$ cat src/hdl/cve_pkg.sv
`timescale 1ns / 1ps
// Shared types and constants of the CIGAR variant extractor.
// No dependencies; every other file but cve_if imports this package.
package cve_pkg;

    localparam int OP_W    = 4;
    localparam int LEN_W   = 16;
    localparam int POS_W   = 32;
    localparam int KIND_W  = 2;
    localparam int Q_DEPTH = 2;
    localparam int Q_AW    = (Q_DEPTH > 1) ? $clog2(Q_DEPTH) : 1;
    localparam int Q_CW    = $clog2(Q_DEPTH + 1);

    // CIGAR operation codes.
    localparam logic [OP_W-1:0] OP_M  = 4'd0;
    localparam logic [OP_W-1:0] OP_I  = 4'd1;
    localparam logic [OP_W-1:0] OP_D  = 4'd2;
    localparam logic [OP_W-1:0] OP_N  = 4'd3;
    localparam logic [OP_W-1:0] OP_S  = 4'd4;
    localparam logic [OP_W-1:0] OP_H  = 4'd5;
    localparam logic [OP_W-1:0] OP_P  = 4'd6;
    localparam logic [OP_W-1:0] OP_EQ = 4'd7;
    localparam logic [OP_W-1:0] OP_X  = 4'd8;

    // Variant kinds.
    localparam logic [KIND_W-1:0] KIND_INS = 2'd0;
    localparam logic [KIND_W-1:0] KIND_DEL = 2'd1;
    localparam logic [KIND_W-1:0] KIND_SUB = 2'd2;

    typedef enum logic [2:0] {
        CLS_INS,
        CLS_DEL,
        CLS_SUB,
        CLS_ADV,
        CLS_SKIP,
        CLS_NONE
    } op_class_t;

    typedef enum logic [2:0] {
        ST_LOAD,
        ST_FINS,
        ST_FDEL,
        ST_OP,
        ST_TINS,
        ST_TDEL
    } step_t;

    typedef struct packed {
        op_class_t         cls;
        logic [LEN_W-1:0]  len;
        logic              is_first;
        logic              is_final;
        logic [POS_W-1:0]  ref_start;
        logic [POS_W-1:0]  query_start;
        logic [POS_W-1:0]  genome_load;
    } item_t;

endpackage

$ cat src/hdl/cve_if.sv
`timescale 1ns / 1ps
// Valid/ready channel interfaces for operation beats and variant beats.
// Depends on nothing but the field widths written out here.
interface cve_in_if;
    logic        valid;
    logic        ready;
    logic [3:0]  op_code;
    logic [15:0] op_len;
    logic        is_first;
    logic        is_final;
    logic [31:0] ref_start;
    logic [31:0] query_start;
    logic [31:0] genomic_start;

    modport source (output valid, op_code, op_len, is_first, is_final, ref_start,
                    query_start, genomic_start, input ready);
    modport sink (input valid, op_code, op_len, is_first, is_final, ref_start,
                  query_start, genomic_start, output ready);
endinterface

interface cve_out_if;
    logic        valid;
    logic        ready;
    logic [1:0]  variant_kind;
    logic [15:0] var_length;
    logic [31:0] ref_pos;
    logic [31:0] query_pos;
    logic [31:0] genome_pos;
    logic        last_of_run;

    modport source (output valid, variant_kind, var_length, ref_pos, query_pos,
                    genome_pos, last_of_run, input ready);
    modport sink (input valid, variant_kind, var_length, ref_pos, query_pos,
                  genome_pos, last_of_run, output ready);
endinterface

$ cat src/hdl/cve_front.sv
`timescale 1ns / 1ps
// Front end: accepts operation beats and classifies them into queue entries.
// Depends on cve_pkg and cve_in_if.
module cve_front
(
    cve_in_if.sink          in_ch,
    output cve_pkg::item_t  item,
    output logic            push,
    input  logic            room
);
    import cve_pkg::*;

    op_class_t cls;

    always_comb
    begin
        case (in_ch.op_code)
            OP_I:    cls = CLS_INS;
            OP_D:    cls = CLS_DEL;
            OP_X:    cls = CLS_SUB;
            OP_S:    cls = CLS_SKIP;
            OP_M,
            OP_N,
            OP_H,
            OP_P,
            OP_EQ:   cls = CLS_ADV;
            default: cls = CLS_NONE;
        endcase
    end

    always_comb
    begin
        item.cls         = cls;
        item.len         = in_ch.op_len;
        item.is_first    = in_ch.is_first;
        item.is_final    = in_ch.is_final;
        item.ref_start   = in_ch.ref_start;
        item.query_start = in_ch.query_start;
        // One-based start becomes zero-based; a start of zero stays at zero.
        item.genome_load = (in_ch.genomic_start != '0) ?
                           in_ch.genomic_start - POS_W'(1) : '0;
    end

    assign in_ch.ready = room;
    assign push        = in_ch.valid & room;

endmodule

$ cat src/hdl/cve_queue.sv
`timescale 1ns / 1ps
// Short queue of classified operations between the front and back ends.
// Depends on cve_pkg.
module cve_queue
(
    input  logic            clk,
    input  logic            rst_n,
    input  cve_pkg::item_t  wr_item,
    input  logic            push,
    output logic            room,
    output cve_pkg::item_t  head,
    output logic            head_valid,
    input  logic            pop
);
    import cve_pkg::*;

    item_t             mem_reg [Q_DEPTH];
    logic [Q_AW-1:0]   wr_ptr_reg, wr_ptr_next;
    logic [Q_AW-1:0]   rd_ptr_reg, rd_ptr_next;
    logic [Q_CW-1:0]   count_reg, count_next;

    function automatic logic [Q_AW-1:0] ptr_inc(input logic [Q_AW-1:0] p);
        ptr_inc = (p == Q_AW'(Q_DEPTH - 1)) ? '0 : p + Q_AW'(1);
    endfunction

    assign room       = (count_reg != Q_CW'(Q_DEPTH));
    assign head_valid = (count_reg != '0);
    assign head       = mem_reg[rd_ptr_reg];

    always_comb
    begin
        wr_ptr_next = push ? ptr_inc(wr_ptr_reg) : wr_ptr_reg;
        rd_ptr_next = pop ? ptr_inc(rd_ptr_reg) : rd_ptr_reg;
        count_next  = count_reg;
        if (push && !pop)
        begin
            count_next = count_reg + Q_CW'(1);
        end
        else if (pop && !push)
        begin
            count_next = count_reg - Q_CW'(1);
        end
    end

    always_ff @(posedge clk or negedge rst_n)
    begin
        if (!rst_n)
        begin
            wr_ptr_reg <= '0;
            rd_ptr_reg <= '0;
            count_reg  <= '0;
        end
        else
        begin
            wr_ptr_reg <= wr_ptr_next;
            rd_ptr_reg <= rd_ptr_next;
            count_reg  <= count_next;
        end
    end

    always_ff @(posedge clk)
    begin
        if (push)
        begin
            mem_reg[wr_ptr_reg] <= wr_item;
        end
    end

endmodule

$ cat src/hdl/cve_back.sv
`timescale 1ns / 1ps
// Back end: walks each queued operation through its steps, keeps the positions
// and pending gap totals, and drives the registered variant output. Uses cve_pkg.
module cve_back
(
    input  logic            clk,
    input  logic            rst_n,
    input  cve_pkg::item_t  head,
    input  logic            head_valid,
    output logic            pop,
    cve_out_if.source       out_ch
);
    import cve_pkg::*;

    step_t              step_reg, step_next;
    step_t              act;
    logic [POS_W-1:0]   ref_reg, ref_next;
    logic [POS_W-1:0]   query_reg, query_next;
    logic [POS_W-1:0]   genome_reg, genome_next;
    logic [LEN_W-1:0]   pins_reg, pins_next;
    logic [LEN_W-1:0]   pdel_reg, pdel_next;
    logic               has_ins_reg, has_ins_next;
    logic               has_del_reg, has_del_next;

    logic               out_valid_reg, out_valid_next;
    logic [KIND_W-1:0]  out_kind_reg;
    logic [LEN_W-1:0]   out_len_reg;
    logic [POS_W-1:0]   out_ref_reg, out_query_reg, out_genome_reg;
    logic               out_last_reg;

    logic               flush_cls;
    logic               fins_ok, fdel_ok;
    logic               emits, fire, out_free;
    logic [KIND_W-1:0]  emit_kind;
    logic [LEN_W-1:0]   emit_len;
    logic               emit_last;

    assign flush_cls = (head.cls == CLS_SUB) || (head.cls == CLS_ADV)
                       || (head.cls == CLS_SKIP);
    assign fins_ok   = flush_cls && has_ins_reg;
    assign fdel_ok   = flush_cls && has_del_reg;
    assign out_free  = !out_valid_reg || out_ch.ready;

    // Next state: pick the first step still to do, then move on or retire.
    always_comb
    begin
        case (step_reg)
            ST_LOAD: act = head.is_first ? ST_LOAD :
                           fins_ok ? ST_FINS : fdel_ok ? ST_FDEL : ST_OP;
            ST_FINS: act = fins_ok ? ST_FINS : fdel_ok ? ST_FDEL : ST_OP;
            ST_FDEL: act = fdel_ok ? ST_FDEL : ST_OP;
            ST_OP:   act = ST_OP;
            ST_TINS: act = has_ins_reg ? ST_TINS : ST_TDEL;
            ST_TDEL: act = ST_TDEL;
            default: act = ST_OP;
        endcase

        emits = (act == ST_FINS) || (act == ST_FDEL) || (act == ST_TINS)
                || (act == ST_TDEL) || ((act == ST_OP) && (head.cls == CLS_SUB));
        fire  = head_valid && (!emits || out_free);

        pop = 1'b0;
        case (act)
            ST_OP:   pop = fire && !(head.is_final && (has_ins_reg || has_del_reg
                           || (head.cls == CLS_INS) || (head.cls == CLS_DEL)));
            ST_TINS: pop = fire && !has_del_reg;
            ST_TDEL: pop = fire;
            default: pop = 1'b0;
        endcase

        step_next = step_reg;
        if (fire)
        begin
            if (pop)
            begin
                step_next = ST_LOAD;
            end
            else
            begin
                case (act)
                    ST_LOAD: step_next = ST_FINS;
                    ST_FINS: step_next = ST_FDEL;
                    ST_FDEL: step_next = ST_OP;
                    ST_OP:   step_next = ST_TINS;
                    ST_TINS: step_next = ST_TDEL;
                    default: step_next = ST_LOAD;
                endcase
            end
        end
    end

    // Outputs: what the chosen step reports.
    always_comb
    begin
        case (act)
            ST_FINS:
            begin
                emit_kind = KIND_INS;
                emit_len  = pins_reg;
                emit_last = !(has_del_reg || head.cls == CLS_SUB);
            end
            ST_FDEL:
            begin
                emit_kind = KIND_DEL;
                emit_len  = pdel_reg;
                emit_last = (head.cls != CLS_SUB);
            end
            ST_TINS:
            begin
                emit_kind = KIND_INS;
                emit_len  = pins_reg;
                emit_last = !has_del_reg;
            end
            ST_TDEL:
            begin
                emit_kind = KIND_DEL;
                emit_len  = pdel_reg;
                emit_last = 1'b1;
            end
            default:
            begin
                emit_kind = KIND_SUB;
                emit_len  = head.len;
                emit_last = 1'b1;
            end
        endcase
    end

    // Position and pending-gap datapath.
    always_comb
    begin
        ref_next     = ref_reg;
        query_next   = query_reg;
        genome_next  = genome_reg;
        pins_next    = pins_reg;
        pdel_next    = pdel_reg;
        has_ins_next = has_ins_reg;
        has_del_next = has_del_reg;
        if (fire)
        begin
            case (act)
                ST_LOAD:
                begin
                    ref_next     = head.ref_start;
                    query_next   = head.query_start;
                    genome_next  = head.genome_load;
                    pins_next    = '0;
                    pdel_next    = '0;
                    has_ins_next = 1'b0;
                    has_del_next = 1'b0;
                end
                ST_FINS,
                ST_TINS:
                begin
                    query_next   = query_reg + POS_W'(pins_reg);
                    pins_next    = '0;
                    has_ins_next = 1'b0;
                end
                ST_FDEL,
                ST_TDEL:
                begin
                    ref_next     = ref_reg + POS_W'(pdel_reg);
                    genome_next  = genome_reg + POS_W'(pdel_reg);
                    pdel_next    = '0;
                    has_del_next = 1'b0;
                end
                default:
                begin
                    case (head.cls)
                        CLS_INS:
                        begin
                            pins_next    = pins_reg + head.len;
                            has_ins_next = 1'b1;
                        end
                        CLS_DEL:
                        begin
                            pdel_next    = pdel_reg + head.len;
                            has_del_next = 1'b1;
                        end
                        CLS_SUB,
                        CLS_ADV:
                        begin
                            ref_next    = ref_reg + POS_W'(head.len);
                            query_next  = query_reg + POS_W'(head.len);
                            genome_next = genome_reg + POS_W'(head.len);
                        end
                        default:
                        begin
                            ref_next = ref_reg;
                        end
                    endcase
                end
            endcase
        end
        out_valid_next = out_free ? (fire && emits) : out_valid_reg;
    end

    always_ff @(posedge clk or negedge rst_n)
    begin
        if (!rst_n)
        begin
            step_reg      <= ST_LOAD;
            ref_reg       <= '0;
            query_reg     <= '0;
            genome_reg    <= '0;
            pins_reg      <= '0;
            pdel_reg      <= '0;
            has_ins_reg   <= 1'b0;
            has_del_reg   <= 1'b0;
            out_valid_reg <= 1'b0;
        end
        else
        begin
            step_reg      <= step_next;
            ref_reg       <= ref_next;
            query_reg     <= query_next;
            genome_reg    <= genome_next;
            pins_reg      <= pins_next;
            pdel_reg      <= pdel_next;
            has_ins_reg   <= has_ins_next;
            has_del_reg   <= has_del_next;
            out_valid_reg <= out_valid_next;
        end
    end

    always_ff @(posedge clk)
    begin
        if (fire && emits)
        begin
            out_kind_reg   <= emit_kind;
            out_len_reg    <= emit_len;
            out_ref_reg    <= ref_reg;
            out_query_reg  <= query_reg;
            out_genome_reg <= genome_reg;
            out_last_reg   <= emit_last;
        end
    end

    assign out_ch.valid        = out_valid_reg;
    assign out_ch.variant_kind = out_kind_reg;
    assign out_ch.var_length   = out_len_reg;
    assign out_ch.ref_pos      = out_ref_reg;
    assign out_ch.query_pos    = out_query_reg;
    assign out_ch.genome_pos   = out_genome_reg;
    assign out_ch.last_of_run  = out_last_reg;

    a_load_clears: assert property (@(posedge clk) disable iff (!rst_n)
        (fire && act == ST_LOAD) |=> (!has_ins_reg && !has_del_reg))
        else $error("pending gaps survive a start-position load");

    a_ins_flushed: assert property (@(posedge clk) disable iff (!rst_n)
        (fire && (act == ST_FINS || act == ST_TINS)) |=> !has_ins_reg)
        else $error("insertion still pending after its flush");

    a_tdel_pending: assert property (@(posedge clk) disable iff (!rst_n)
        (step_reg == ST_TDEL) |-> has_del_reg)
        else $error("trailing deletion step without a pending deletion");

    a_emit_shows: assert property (@(posedge clk) disable iff (!rst_n)
        (fire && emits) |=> out_valid_reg)
        else $error("emitted variant did not reach the output register");

endmodule

$ cat src/hdl/cigar_variant_extractor_core.sv
`timescale 1ns / 1ps
// Top level of the CIGAR variant extractor: front end, queue and back end.
// Depends on cve_pkg, cve_if, cve_front, cve_queue and cve_back.
//
// Takes one CIGAR operation per input beat and reports insertions, deletions
// and substitutions as output beats. The front end decodes each operation and
// works out the zero-based genomic start, then parks it in a two-entry queue,
// so new operations are taken while the back end is still busy or the output
// is stalled. The back end owns the reference, query and genomic positions and
// the pending gap totals, and handles one queued operation as a short series
// of steps: loading the start positions on a first operation, flushing a
// pending insertion, flushing a pending deletion, the operation itself (a
// substitution is reported in this step), and the trailing insertion and
// deletion flushes of a final operation. Steps that have nothing to do are
// skipped. A load discards whatever was pending, so it leaves at most one
// gap to flush afterwards. One result at most leaves per cycle.
// The output is registered, and the back end keeps going while a result waits
// as long as the consumer takes it.
// last_of_run marks the last variant that a given operation caused.
module cigar_variant_extractor_core
(
    input  logic        clk,
    input  logic        rst_n,
    cve_in_if.sink      in_ch,
    cve_out_if.source   out_ch
);
    import cve_pkg::*;

    item_t  front_item;
    item_t  head;
    logic   push;
    logic   room;
    logic   head_valid;
    logic   pop;

    // Decode and classify operation beats.
    cve_front u_front
    (
        .in_ch (in_ch),
        .item  (front_item),
        .push  (push),
        .room  (room)
    );

    // Decouples acceptance from execution.
    cve_queue u_queue
    (
        .clk        (clk),
        .rst_n      (rst_n),
        .wr_item    (front_item),
        .push       (push),
        .room       (room),
        .head       (head),
        .head_valid (head_valid),
        .pop        (pop)
    );

    // Position tracking, gap merging and result generation.
    cve_back u_back
    (
        .clk        (clk),
        .rst_n      (rst_n),
        .head       (head),
        .head_valid (head_valid),
        .pop        (pop),
        .out_ch     (out_ch)
    );

endmodule

$ cat src/flat_wrapper.sv
// flat-port wrapper written by rule: the top's interface ports become plain ports
module cigar_variant_extractor_core_flat import cve_pkg::*;
  (clk, rst_n, in_ch_valid, in_ch_op_code, in_ch_op_len, in_ch_is_first, in_ch_is_final, in_ch_ref_start, in_ch_query_start, in_ch_genomic_start, in_ch_ready, out_ch_valid, out_ch_variant_kind, out_ch_var_length, out_ch_ref_pos, out_ch_query_pos, out_ch_genome_pos, out_ch_last_of_run, out_ch_ready);
  cve_in_if in_ch_i ();
  cve_out_if out_ch_i ();
  input  logic clk;
  input  logic rst_n;
  input wire logic [$bits(in_ch_i.valid)-1:0] in_ch_valid;
  input wire logic [$bits(in_ch_i.op_code)-1:0] in_ch_op_code;
  input wire logic [$bits(in_ch_i.op_len)-1:0] in_ch_op_len;
  input wire logic [$bits(in_ch_i.is_first)-1:0] in_ch_is_first;
  input wire logic [$bits(in_ch_i.is_final)-1:0] in_ch_is_final;
  input wire logic [$bits(in_ch_i.ref_start)-1:0] in_ch_ref_start;
  input wire logic [$bits(in_ch_i.query_start)-1:0] in_ch_query_start;
  input wire logic [$bits(in_ch_i.genomic_start)-1:0] in_ch_genomic_start;
  output wire logic [$bits(in_ch_i.ready)-1:0] in_ch_ready;
  output wire logic [$bits(out_ch_i.valid)-1:0] out_ch_valid;
  output wire logic [$bits(out_ch_i.variant_kind)-1:0] out_ch_variant_kind;
  output wire logic [$bits(out_ch_i.var_length)-1:0] out_ch_var_length;
  output wire logic [$bits(out_ch_i.ref_pos)-1:0] out_ch_ref_pos;
  output wire logic [$bits(out_ch_i.query_pos)-1:0] out_ch_query_pos;
  output wire logic [$bits(out_ch_i.genome_pos)-1:0] out_ch_genome_pos;
  output wire logic [$bits(out_ch_i.last_of_run)-1:0] out_ch_last_of_run;
  input wire logic [$bits(out_ch_i.ready)-1:0] out_ch_ready;
  assign in_ch_i.valid = in_ch_valid;
  assign in_ch_i.op_code = in_ch_op_code;
  assign in_ch_i.op_len = in_ch_op_len;
  assign in_ch_i.is_first = in_ch_is_first;
  assign in_ch_i.is_final = in_ch_is_final;
  assign in_ch_i.ref_start = in_ch_ref_start;
  assign in_ch_i.query_start = in_ch_query_start;
  assign in_ch_i.genomic_start = in_ch_genomic_start;
  assign in_ch_ready = in_ch_i.ready;
  assign out_ch_valid = out_ch_i.valid;
  assign out_ch_variant_kind = out_ch_i.variant_kind;
  assign out_ch_var_length = out_ch_i.var_length;
  assign out_ch_ref_pos = out_ch_i.ref_pos;
  assign out_ch_query_pos = out_ch_i.query_pos;
  assign out_ch_genome_pos = out_ch_i.genome_pos;
  assign out_ch_last_of_run = out_ch_i.last_of_run;
  assign out_ch_i.ready = out_ch_ready;
  cigar_variant_extractor_core u_core (.clk(clk), .rst_n(rst_n), .in_ch(in_ch_i), .out_ch(out_ch_i));
endmodule
$ cat config.mk
export PLATFORM = sky130hd
export DESIGN_NAME = cigar_variant_extractor_core_flat
export DESIGN_NICKNAME = d
export VERILOG_FILES = /design/src/hdl/cve_pkg.sv /design/src/hdl/cve_if.sv /design/src/hdl/cve_front.sv /design/src/hdl/cve_queue.sv /design/src/hdl/cve_back.sv /design/src/hdl/cigar_variant_extractor_core.sv /design/src/flat_wrapper.sv
export SDC_FILE = /design/constraint.sdc
export NUM_CORES = 1
export LEC_CHECK = 0
export BUFFER_PORTS_ARGS = -buffer_cell sky130_fd_sc_hd__buf_2
export CORE_ASPECT_RATIO = 0.5
export CORE_MARGIN = 10
export CORE_UTILIZATION = 53
export CTS_CLUSTER_SIZE = 14
export DETAILED_ROUTE_END_ITERATION = 8
export PLACE_DENSITY_LB_ADDON = 0.1
export RECOVER_POWER = 25
export SLEW_MARGIN = 15
export SYNTH_ARGS = -nofsm -noshare
export SYNTH_HDL_FRONTEND = slang
export SYNTH_SLANG_ARGS = --single-unit
$ cat constraint.sdc
create_clock -name clk -period 9.3 [get_ports clk]
set_clock_uncertainty 0.05 [all_clocks]
set_input_delay 0.465 -clock clk [delete_from_list [all_inputs] [get_ports clk]]
set_output_delay 0.465 -clock clk [all_outputs]
set_load 0.01 [all_outputs]
==> impl_results.md, run 1 <==
- Most used cell, CP: o21ai_0
- Initial antenna violation count: 3
- Pwr/cell area: 438 nW/µm²
- Vias in the first global route: 16100
- WL/cell: 21.6 µm
- Setup bufs post-CTS: 0
- Predominant post-synthesis flop cell: edfxtp_1
- GRT overflow: 0
- ANT nets after route: 0
- Worst setup startpoint: u_core.u_back.step_reg[1]
- Die Ht: 170 µm
- Crit share post-route: 65.9%
- Final wirelength: 61300 µm
- Post-synth cell types: 89
- Hold EP: u_core.u_queue.mem_reg[0][64]
- Arrival time worst endpoint: 6540 ps
- Least-Margin Pin Slew: 4420 ps
- Hold_sp: in_ch_ref_start[0]
- CTS sink count: 487
- TritonCTS clock tree: built
- Slew HR: -195%
- Synth Area in Simple Gates: 10.6%
- Crit path kind: register to register
- Max stage delay cell, worst path: o21ai_0
- Global-route wire length before repair: 94300 µm
- Cell taking the most area after synthesis: edfxtp_1
- Number of synthesized register bits: 487
- Worst reg-to-reg setup slack: 3170 ps
- Cts hold-fix bufs: 1
- Multiplexer share of the synthesized area: 5.48%
- CP startpoint kind: register
- Synthesis Warnings: 0
- Largest net degree at the start of global routing: 106
- Worst Reg-to-Reg Cells: 18
- CP required: 9710 ps
- Synth async-reset ratio: 28.3%
- DR pass1 iterations: 6
- Worst-path cell chain: nand2b_1, o21ai_0, a21bo_2, or3_1, o21ai_2, buf_4, o21ai_0, ha_1, inv_1, fa_1, nor2b_1, o31a_1, o41ai_1, a211oi_1, o21ai_0, o22ai_1, mux2_2, a21o_1
- Hold Vio Cnt, Final: 0
- Number of flops mapped to enable cells by yosys: 349
- Synth area leaders: edfxtp_1 44%, dfrtp_1 15%, ha_1 4.3%
- Synth Area in Compound Gates: 14.4%
- IO Count: 239
- Crit path max fanout: 37
- Critical path endpoint category: register
- Max Clk Rate: 163 MHz
- Iteration-0 DRC Markers: 1470
- Post-Syn Area per Cell: 11.9 µm²
- Largest register FFs: 234
- Cts repair resizes: 0
- # rows: 54
- Yosys top cell area share: 44.2%
- GP Congestion: 0.902
- Core Region: 43900 µm²
- Layout cells sized above 1: 15.4%
- RSZ-0062 raised after global routing: false
- Vias per cell: 5.81
- Clock Path Buffers: 3
- Clock Latency Late Sink: 570 ps
- XOR/XNOR Fraction of Synth Area: 3.40%
- Max-cap violations: 1
- Seq/Total Area, Yosys: 58.8%
- Worst-path clk slew: 60 ps
- Cell with the most instances after synthesis: edfxtp_1
- CTS Buf Count: 46
- Status: finished with violations
- Hold path cells: 1
- Via Count: 16500
- Max-slew violations: 71
- Reg2reg end: u_core.u_back.ref_reg[20]
- Failing checks: max-capacitance violations, max-slew violations
- Die area: 54100 µm²
- Min Tclk post-route: 6130 ps
- Root Buffer: clkbuf_16
- DRC Markers: 0
- Nets@finish: 2428
- Mapped Cells: 1999
- Reg-to-Reg Start: u_core.u_back.step_reg[1]
- DP Wirelength: 43100 µm
- Worst hold margin: 37.1 ps
- Leakage: 10.8 nW
- Die W: 319 µm
- CP max stage delay: 700 ps
- Worst Hold Class: input pin to register
- H-tree Lvls: 2
- Mapped Area: 23700 µm²
- Post-synth top cells: 349 x edfxtp_1, 203 x nand2_1, 144 x nor2_1
- Adder-Cell Fraction of Synth Area: 4.75%
- GRT Util Overall: 22.1%
- Mapped Nets: 2208
- Initial Util: 54.0%
- Number of setup violations in the final report: 0
- Main combinational cell family by area after synthesis: compound AO/OA/AOI/OAI gates
- Setup TNS Final: 0 ps
- VDD IR-drop max: 0.302 mV
- Area growth syn-to-layout: 13.6%
- Port-buffer cells: 238
==> metal layers <==
metal	wire length (µm)	vias to the layer above	track usage, %
met5	0	-	0
met4	1380	0	5.75
met3	4070	93	4.78
met2	29100	481	36.3
met1	26700	8043	29.5
li1	-	7919	-
==> cells by family after synthesis <==
group,count (synthesis)
buf+inv,140
xor+xnor,92
simple gates,543
mux,125
compound gates,525
flops,487
fa+ha+maj,87
==> power by group <==
group          internal, mW  total [mW]  leakage, nW  switching (mW)
logic                  2.17        5.95         5.06            3.78
clock network          1.11        1.93        0.750           0.826
registers              3.40        3.91         4.94           0.517
total                  6.68        11.8         10.8            5.12
==> critical path, delay by kind of cell, from the launching register on <==
kind                       cells  cell delay (ps)
adders and majority gates      2              510
and+or+nand+nor                3              700
muxes                          1              290
AOI/OAI and AO/OA             10             3470
buffers and inverters          2              440
DFF                            1              530
==> how the worst max path moves through the flow <==
| stage | to | slack, ps | depth (start not counted) |
|---|---|---|---|
| 3_3_place_gp | u_core.u_back.ref_reg[20] | 3460 | 18 |
| 2_1_floorplan | u_core.u_back.out_ch.genome_pos[0] | 950 | 6 |
| 5_1_grt | u_core.u_back.ref_reg[20] | 2840 | 18 |
| 4_1_cts | u_core.u_back.ref_reg[20] | 3340 | 18 |
| 6_report | u_core.u_back.ref_reg[20] | 3170 | 18 |
| 3_5_place_dp | u_core.u_back.ref_reg[20] | 3370 | 18 |
==> stage by stage <==
stage / power [mW] / setup WS [ps] / utilization [%] / instances / area [µm²]
2_1_floorplan: 8.19 / 949 / - / 1999 / 23700
6_report: 11.8 / 3170 / 61.4 / 2846 / 26900
5_1_grt: 12.6 / 2840 / 61.4 / 2845 / 26900
4_1_cts: 11.8 / 3340 / 61.5 / 2844 / 27000
3_3_place_gp: 9.75 / 3460 / 57.9 / 2758 / 25400
3_5_place_dp: 9.86 / 3370 / 57.9 / 2758 / 25400
==> cells in the final DEF, fill, tap and decap left out, types with 18 or more instances in the layout <==
| master | n |
|---|---|
| inv_1 | 56 |
| ha_1 | 82 |
| edfxtp_1 | 349 |
| mux2_2 | 26 |
| nand2_1 | 203 |
| a22o_1 | 20 |
| clkbuf_16 | 47 |
| a211oi_1 | 28 |
| clkbuf_1 | 50 |
| buf_2 | 200 |
| nand3_1 | 57 |
| o21ai_1 | 34 |
| xnor2_1 | 61 |
| o31ai_1 | 24 |
| nor3_1 | 24 |
| o21ai_0 | 123 |
| dfrtp_1 | 137 |
| a21oi_1 | 114 |
| a31oi_1 | 20 |
| a21o_1 | 29 |
| o21a_1 | 19 |
| xor2_1 | 31 |
| nor2_1 | 143 |
| mux2i_1 | 96 |
| nor2b_1 | 18 |
==> cell type report <==
type                            instances  area, µm²
Antenna cell                            2       5.00
Clock buffer                           63       1280
Timing Repair Buffer                  256       1290
Fill cell                            3600      17000
Sequential cell                       487      13900
Tap cell                              588        736
Clock inverter                         22        262
Inverter                               56        210
Multi-Input combinational cell       1372       9230
Power figures use the tool's default switching activity.
==> run 2, diff against run 1 <==
Settings changed: ABC_AREA set to 1.
Clock period 9.3 ns to 5.4 ns, I/O delays scaled along.
==> run 2 against run 1 <==
Net effect:
- the run still ends with max-capacitance violations, max-slew violations left
- fmax increased by 24%
- synthesized area increased by 12%
- sequential share of layout area decreased by 6.2 points
- synthesized cell count increased by 54%
- register-to-register slack got worse by 2700 ps
- critical path type unchanged
- critical endpoint is now u_core.u_back.genome_reg[22]
- largest cell class unchanged
- highest routed layer is now met5
==> impl_results.md, run 2 <==
- Synth async-reset ratio: 28.3% (unchanged)
- Vias in the first global route: 21200 (+31%)
- Mapped Cells: 3075 (+54%)
- Die W: 337 µm (+5.6%)
- Mapped Nets: 3284 (+49%)
- Setup TNS Final: 0 ps (unchanged)
- Final wirelength: 81500 µm (+33%)
- DR pass1 iterations: 6 (unchanged)
- Synth Area in Simple Gates: 27.9% (+17 points)
- Crit path max fanout: 27 (-27%)
- Crit share post-route: 91.4% (+26 points)
- Area growth syn-to-layout: 15.1%
- Post-Syn Area per Cell: 8.66 µm² (-27%)
- Worst-path clk slew: 60 ps (about the same)
- Worst path buffer plus inverter count: 4 (+2)
- Hold path cells: 2 (+1)
- Multiplexer share of the synthesized area: 1.39% (-4.1 points)
- # rows: 57 (+5.6%)
- Largest net degree at the start of global routing: 119 (+12%)
- Arrival time worst endpoint: 5350 ps (-1190 ps)
- Least-Margin Pin Slew: 2710 ps (-1720 ps)
- CP startpoint kind: register
- Adder-Cell Fraction of Synth Area: 4.23% (-0.52 points)
- Core Region: 49100 µm² (+12%)
- Area after DPL: 28500 µm² (+12%)
- Seq/Total Area, Yosys: 52.3% (-6.4 points)
- Main combinational cell family by area after synthesis: simple AND/OR/NAND/NOR gates
- CP max stage delay: 840 ps (+140 ps)
- Final Cell Area: 30600 µm² (+14%)
- Crit path kind: register to register
- DP Wirelength: 58100 µm (+35%)
- ANT nets after route: 0 (unchanged)
- Initial antenna violation count: 2 (-1)
- GP Congestion: 0.998 (+11%)
- Clock Path Buffers: 3 (unchanged)
- Number of flops mapped to enable cells by yosys: 349 (unchanged)
- Synth area leaders: edfxtp_1 39%, nand2_1 16%, dfrtp_1 13%
- Die Ht: 178 µm (+5.3%)
- Yosys top cell area share: 39.4% (-4.8 points)
- Cell with the most instances after synthesis: nand2_1
- Max stage delay cell, worst path: o21ai_0
- Vias per cell: 5.56 (-4.3%)
- Commonest non-fill, non-tap cells in the layout: 1131 x nand2_1, 349 x edfxtp_1, 234 x inv_1, 213 x nor2_1
- IO Count: 239 (unchanged)
- Hold_sp: in_ch_genomic_start[18]
- Layout cells sized above 1: 9.47% (-6.0 points)
- Global-route wire length before repair: 125000 µm (+33%)
- Initial Util: 54.3% (+0.26 points)
- CTS Buf Count: 44 (-4.3%)
- CTS sink count: 487 (unchanged)
- H-tree Lvls: 2 (unchanged)
- Worst Hold Class: input pin to register
- Nets@finish: 3585 (+48%)
- Number of synthesized register bits: 487 (unchanged)
- XOR/XNOR Fraction of Synth Area: 2.96% (-0.44 points)
- Post-synth top cells: 1133 x nand2_1, 349 x edfxtp_1, 235 x inv_1
- Root Buffer: clkbuf_16
- Slew HR: -80.6% (+110 points)
- Via Count: 22600 (+36%)
- Port-buffer cells: 238 (unchanged)
- Reg2reg end: u_core.u_back.genome_reg[22]
- Worst reg-to-reg setup slack: 460 ps (-2710 ps)
- Levels on crit path: 26 (+8)
- RSZ-0062 raised after global routing: false
- Hold EP: u_core.u_queue.mem_reg[0][18]
- Post-synth cell types: 48 (-46%)
- Failing checks: max-capacitance violations, max-slew violations
- Cell taking the most area after synthesis: edfxtp_1
- Predominant post-synthesis flop cell: edfxtp_1
- Synth Area in Compound Gates: 5.69% (-8.7 points)
- Clock Latency Late Sink: 600 ps (+30 ps)
- Max Clk Rate: 203 MHz (+24%)
- Most used cell, CP: nand2_1
- Antenna cells: 0 (-2)
- Max-slew violations: 45 (-37%)
- Worst Reg-to-Reg Cells: 26 (+8)
- WL/cell: 20.1 µm (-6.8%)
- Commonest non-fill, non-tap cell in the layout: nand2_1
- DRC Markers: 0 (unchanged)
- Synthesis Warnings: 0 (unchanged)
- Max-cap violations: 1 (unchanged)
- Status: finished with violations
- Min Tclk post-route: 4940 ps (-1190 ps)
- GRT overflow: 0 (unchanged)
- TritonCTS clock tree: built
- Mapped Area: 26600 µm² (+12%)
- Hold Vio Cnt, Final: 0 (unchanged)
- Largest register FFs: 234 (unchanged)
- CP required: 5810 ps (-3900 ps)
- Setup bufs post-CTS: 0 (unchanged)
- Critical path endpoint category: register
- Number of setup violations in the final report: 0 (unchanged)
- Iteration-0 DRC Markers: 2555 (+74%)
- GRT Util Overall: 26.8% (+4.7 points)
- Delay-heaviest family, CP: simple AND/OR/NAND/NOR gates
- Reg-to-Reg Start: u_core.u_queue.rd_ptr_reg
- Die area: 60100 µm² (+11%)
run 2: worst max path at each step:
stage	to	slack, ps	start
2_1_floorplan	u_core.u_back.out_ch.genome_pos[0]	900	u_core.u_queue.rd_ptr_reg
3_5_place_dp	u_core.u_back.genome_reg[26]	450	u_core.u_queue.rd_ptr_reg
4_1_cts	u_core.u_back.genome_reg[26]	390	u_core.u_queue.rd_ptr_reg
3_3_place_gp	u_core.u_back.genome_reg[24]	560	u_core.u_queue.rd_ptr_reg
6_report	u_core.u_back.genome_reg[22]	460	u_core.u_queue.rd_ptr_reg
5_1_grt	u_core.u_back.query_reg[26]	10	u_core.u_queue.rd_ptr_reg
run 2: routing by layer:
layer / vias up / routed length [µm] / share of wire [%] / global-route usage [%]
met5: - / 28 / 0.034 / 0
met4: 4 / 1720 / 2.1 / 6.18
met3: 114 / 8280 / 10 / 7.06
met2: 951 / 33200 / 41 / 38.2
met1: 10500 / 38300 / 47 / 40.0
li1: 11000 / - / - / -
run 2: timing repair:
action	CTS	global route
hold buffers	86	0
hold endpoints to repair	211	0
resized for setup	0	3
setup endpoints to repair	0	19
run 2: area by class of cell:
type                       instances  area [µm²]
tap                              649         812
fill                            4302       18400
sequential                       487       13900
multi-input combinational       2234       11300
inverter                         246         926
clock inverter                    14         181
clock buffer                      66        1210
timing repair buffer             363        2310
run 2: cells by family after synthesis:
group,count (synthesis)
compound gates,276
xor+xnor,90
fa+ha+maj,87
buf+inv,354
flops,487
mux,37
simple gates,1744
run 2: worst reg2reg max path: stages (launching register included):
cell and delay (ps):
dfrtp_4 520, inv_2 110, buf_4 250, nand2_1 70, nand2_1 120, nand2_1 60
nand3_1 60, nand2_1 80, nand2_2 170, nor2_1 90, nor2_2 190, inv_2 140
buf_4 250, o21ai_0 840, ha_1 420, nand2_1 150, nor2_1 80, nor2_1 100
nand2_1 110, nand2_1 90, nand2_1 280, nand3b_1 210, nand2_1 60, nand2_1 40
o21ai_0 90, nand4_1 130, nand2_1 60
run 2: per-stage QoR:
| step | util [%] | worst slack, ps | instances | hold WS (ps) |
|---|---|---|---|---|
| after global placement | 58.0 | 564 | 3893 | 184 |
| after CTS | 62.6 | 389 | 4059 | 25.7 |
| after global routing | 62.5 | 10.2 | 4059 | 39.6 |
| after detailed placement | 58.0 | 449 | 3893 | 186 |
| after floorplan | - | 903 | 3075 | -75.6 |
| final | 62.5 | 462 | 4059 | 48.1 |
Power of run 2 is not shown: default switching activity piles up to over one toggle a cycle in this logic, so the estimate is an artifact.
==> run 3, diff against run 2 <==
Settings changed: ABC_AREA 1 to unset.
==> run 3 against run 2 <==
Net effect:
- final cell count fell by 27%
- critical endpoint is now u_core.u_back.genome_reg[25]
- the run still ends with max-capacitance violations, max-slew violations left
- die area shrank 10%
- setup slack worse by 180 ps
- hold slack got worse by 24 ps
- register-to-register slack lost 180 ps
==> impl_results.md, run 3 (same netlist as run 1, synthesis figures left out) <==
- RSZ-0062 raised after global routing: false
- DRC Markers: 0 (unchanged)
- Final Cell Area: 27900 µm² (-8.9%)
- Crit path max fanout: 22 (-19%)
- Die area: 54100 µm² (-10%)
- H-tree Lvls: 2 (unchanged)
- Failing checks: max-capacitance violations, max-slew violations
- GP Congestion: 0.932 (-6.6%)
- Via Count: 17100 (-24%)
- Vias per cell: 5.79 (+4.2%)
- Final wirelength: 62100 µm (-24%)
- Slew HR: -144% (-63 points)
- Worst Hold Class: input pin to register
- CP required: 5830 ps (+20 ps)
- Least-Margin Pin Slew: 3660 ps (+952 ps)
- Initial antenna violation count: 2 (unchanged)
- Global-route wire length before repair: 95400 µm (-24%)
- Iteration-0 DRC Markers: 1384 (-46%)
- Largest net degree at the start of global routing: 118 (-0.84%)
- Worst hold margin: 24.5 ps (-23.7 ps)
- Critical path endpoint category: register
- Placed cells: 2776 (-29%)
- DR pass1 iterations: 6 (unchanged)
- Area growth syn-to-layout: 17.8%
- Die W: 319 µm (-5.3%)
- Die Ht: 170 µm (-5.0%)
- IO Count: 239 (unchanged)
- Arrival time worst endpoint: 5550 ps (+200 ps)
- Leakage: 11.1 nW
- Clock Path Buffers: 3 (unchanged)
- Worst-path clk slew: 60 ps (about the same)
- Nets@finish: 2532 (-29%)
- Vias in the first global route: 16700 (-21%)
- Root Buffer: clkbuf_16
- CTS sink count: 487 (unchanged)
- Antenna cells: 0 (unchanged)
- ANT nets after route: 0 (unchanged)
- Max-cap violations: 1 (unchanged)
- Commonest non-fill, non-tap cells in the layout: 349 x edfxtp_1, 202 x nand2_1, 186 x buf_2, 143 x nor2_1, 137 x dfrtp_1
- Area after DPL: 25700 µm² (-9.8%)
- Layout cells sized above 1: 15.1% (+5.6 points)
- Pwr/cell area: 731 nW/µm²
- WL/cell: 21.1 µm (+5.0%)
- CP startpoint kind: register
- # rows: 54 (-5.3%)
- VDD IR-drop max: 0.415 mV
- Clock Latency Late Sink: 570 ps (-30 ps)
- Design Power: 20.4 mW
- Max Clk Rate: 195 MHz (-3.5%)
- GRT Util Overall: 22.3% (-4.5 points)
- Max-slew violations: 57 (+27%)
- TritonCTS clock tree: built
- Crit path kind: register to register
- Status: finished with violations
- Min Tclk post-route: 5120 ps (+178 ps)
- GRT overflow: 0 (unchanged)
- Initial Util: 54.0% (-0.26 points)
- Largest register FFs: 234 (unchanged)
- Port-buffer cells: 238 (unchanged)
- Commonest non-fill, non-tap cell in the layout: edfxtp_1
- Final cell count without fillers: 2947 (-27%)
- Core Region: 43900 µm² (-10%)
- Number of setup violations in the final report: 0 (unchanged)
- Hold Vio Cnt, Final: 0 (unchanged)
- Post-Route Utilization: 63.6% (+1.1 points)
- CTS Buf Count: 44 (unchanged)
- DP Wirelength: 43000 µm (-26%)
- Crit share post-route: 94.7% (+3.3 points)
==> run 3: cell types whose count changed in the layout (fill, tap and decap cells not counted), moves of 59 or more <==
| cell | previous run | this run |
|---|---|---|
| inv_1 | 234 | 56 |
| nand3_1 | 135 | 57 |
| mux2i_1 | 37 | 96 |
| nor2_1 | 213 | 143 |
| nand4_1 | 170 | 6 |
| nand2_1 | 1131 | 202 |
==> run 3: through the flow <==
stage | worst slack, ps | TNS [ps]
final | 284 | 0
after global routing | 26.8 | 0
after CTS | 69.4 | 0
after detailed placement | -54.7 | -54.7
after global placement | 130 | 0
after floorplan | 624 | 0
==> run 3: what timing repair did <==
action	CTS	global route
hold buffers	84	0
buffers inserted	0	5
hold endpoints to repair	219	0
resized for setup	1	13
pin swaps	0	2
endpoints found under the setup margin	4	29
==> run 3: final cells by class <==
type	count	area, µm²
clock buffer	65	1250
clock inverter	17	143
fill	3535	16000
inverter	56	210
multi-input combinational	1372	9270
sequential	487	13900
tap	588	736
timing repair buffer	362	2370
==> run 3: path summary, 6_finish.rpt <==
| path | startpoint | to | slack (ps) | depth (start not counted) |
|---|---|---|---|---|
| worst max-delay path | u_core.u_queue.rd_ptr_reg | u_core.u_back.genome_reg[25] | 280 | 16 |
| worst min-delay path | in_ch_genomic_start[24] | u_core.u_queue.mem_reg[1][24] | 20 | 2 |
| worst max register to register | u_core.u_queue.rd_ptr_reg | u_core.u_back.genome_reg[25] | 280 | 16 |
| worst min register to register | u_core.u_back.query_reg[19] | u_core.u_back.out_ch.query_pos[19] | 430 | 0 |
| max in group asynchronous | rst_n | u_core.u_back.ref_reg[16] | 1640 | 3 |
| min in group asynchronous | rst_n | u_core.u_queue.wr_ptr_reg | 1530 | 2 |
==> run 3: where the power goes <==
| part | switching [mW] | total [mW] | internal [mW] |
|---|---|---|---|
| registers | 0.814 | 6.65 | 5.84 |
| clock network | 1.39 | 3.10 | 1.71 |
| logic | 6.64 | 10.7 | 4.03 |
==> run 3: worst max-delay path, stage by stage, from the launching register on <==
cell and delay, ps:
dfrtp_4 560, mux2_4 350, a21oi_4 240, nor2_1 80
or3_1 440, o21ai_4 260, buf_4 320, o21ai_0 310
ha_1 440, o21ai_0 190, a21oi_1 180, a21boi_1 290
a41oi_2 310, o31ai_4 370, nand2_1 170, o41a_1 340
o211ai_1 150
==> run 3: layer usage <==
metal  part of all wire, %  GRT usage [%]  vias to the layer above
li1                      -              -                     8143
met1                    44           30.0                     8344
met2                    48           36.9                      476
met3                   5.7           4.05                      104
met4                   2.5           5.89                        2
met5                 0.021              0                        -
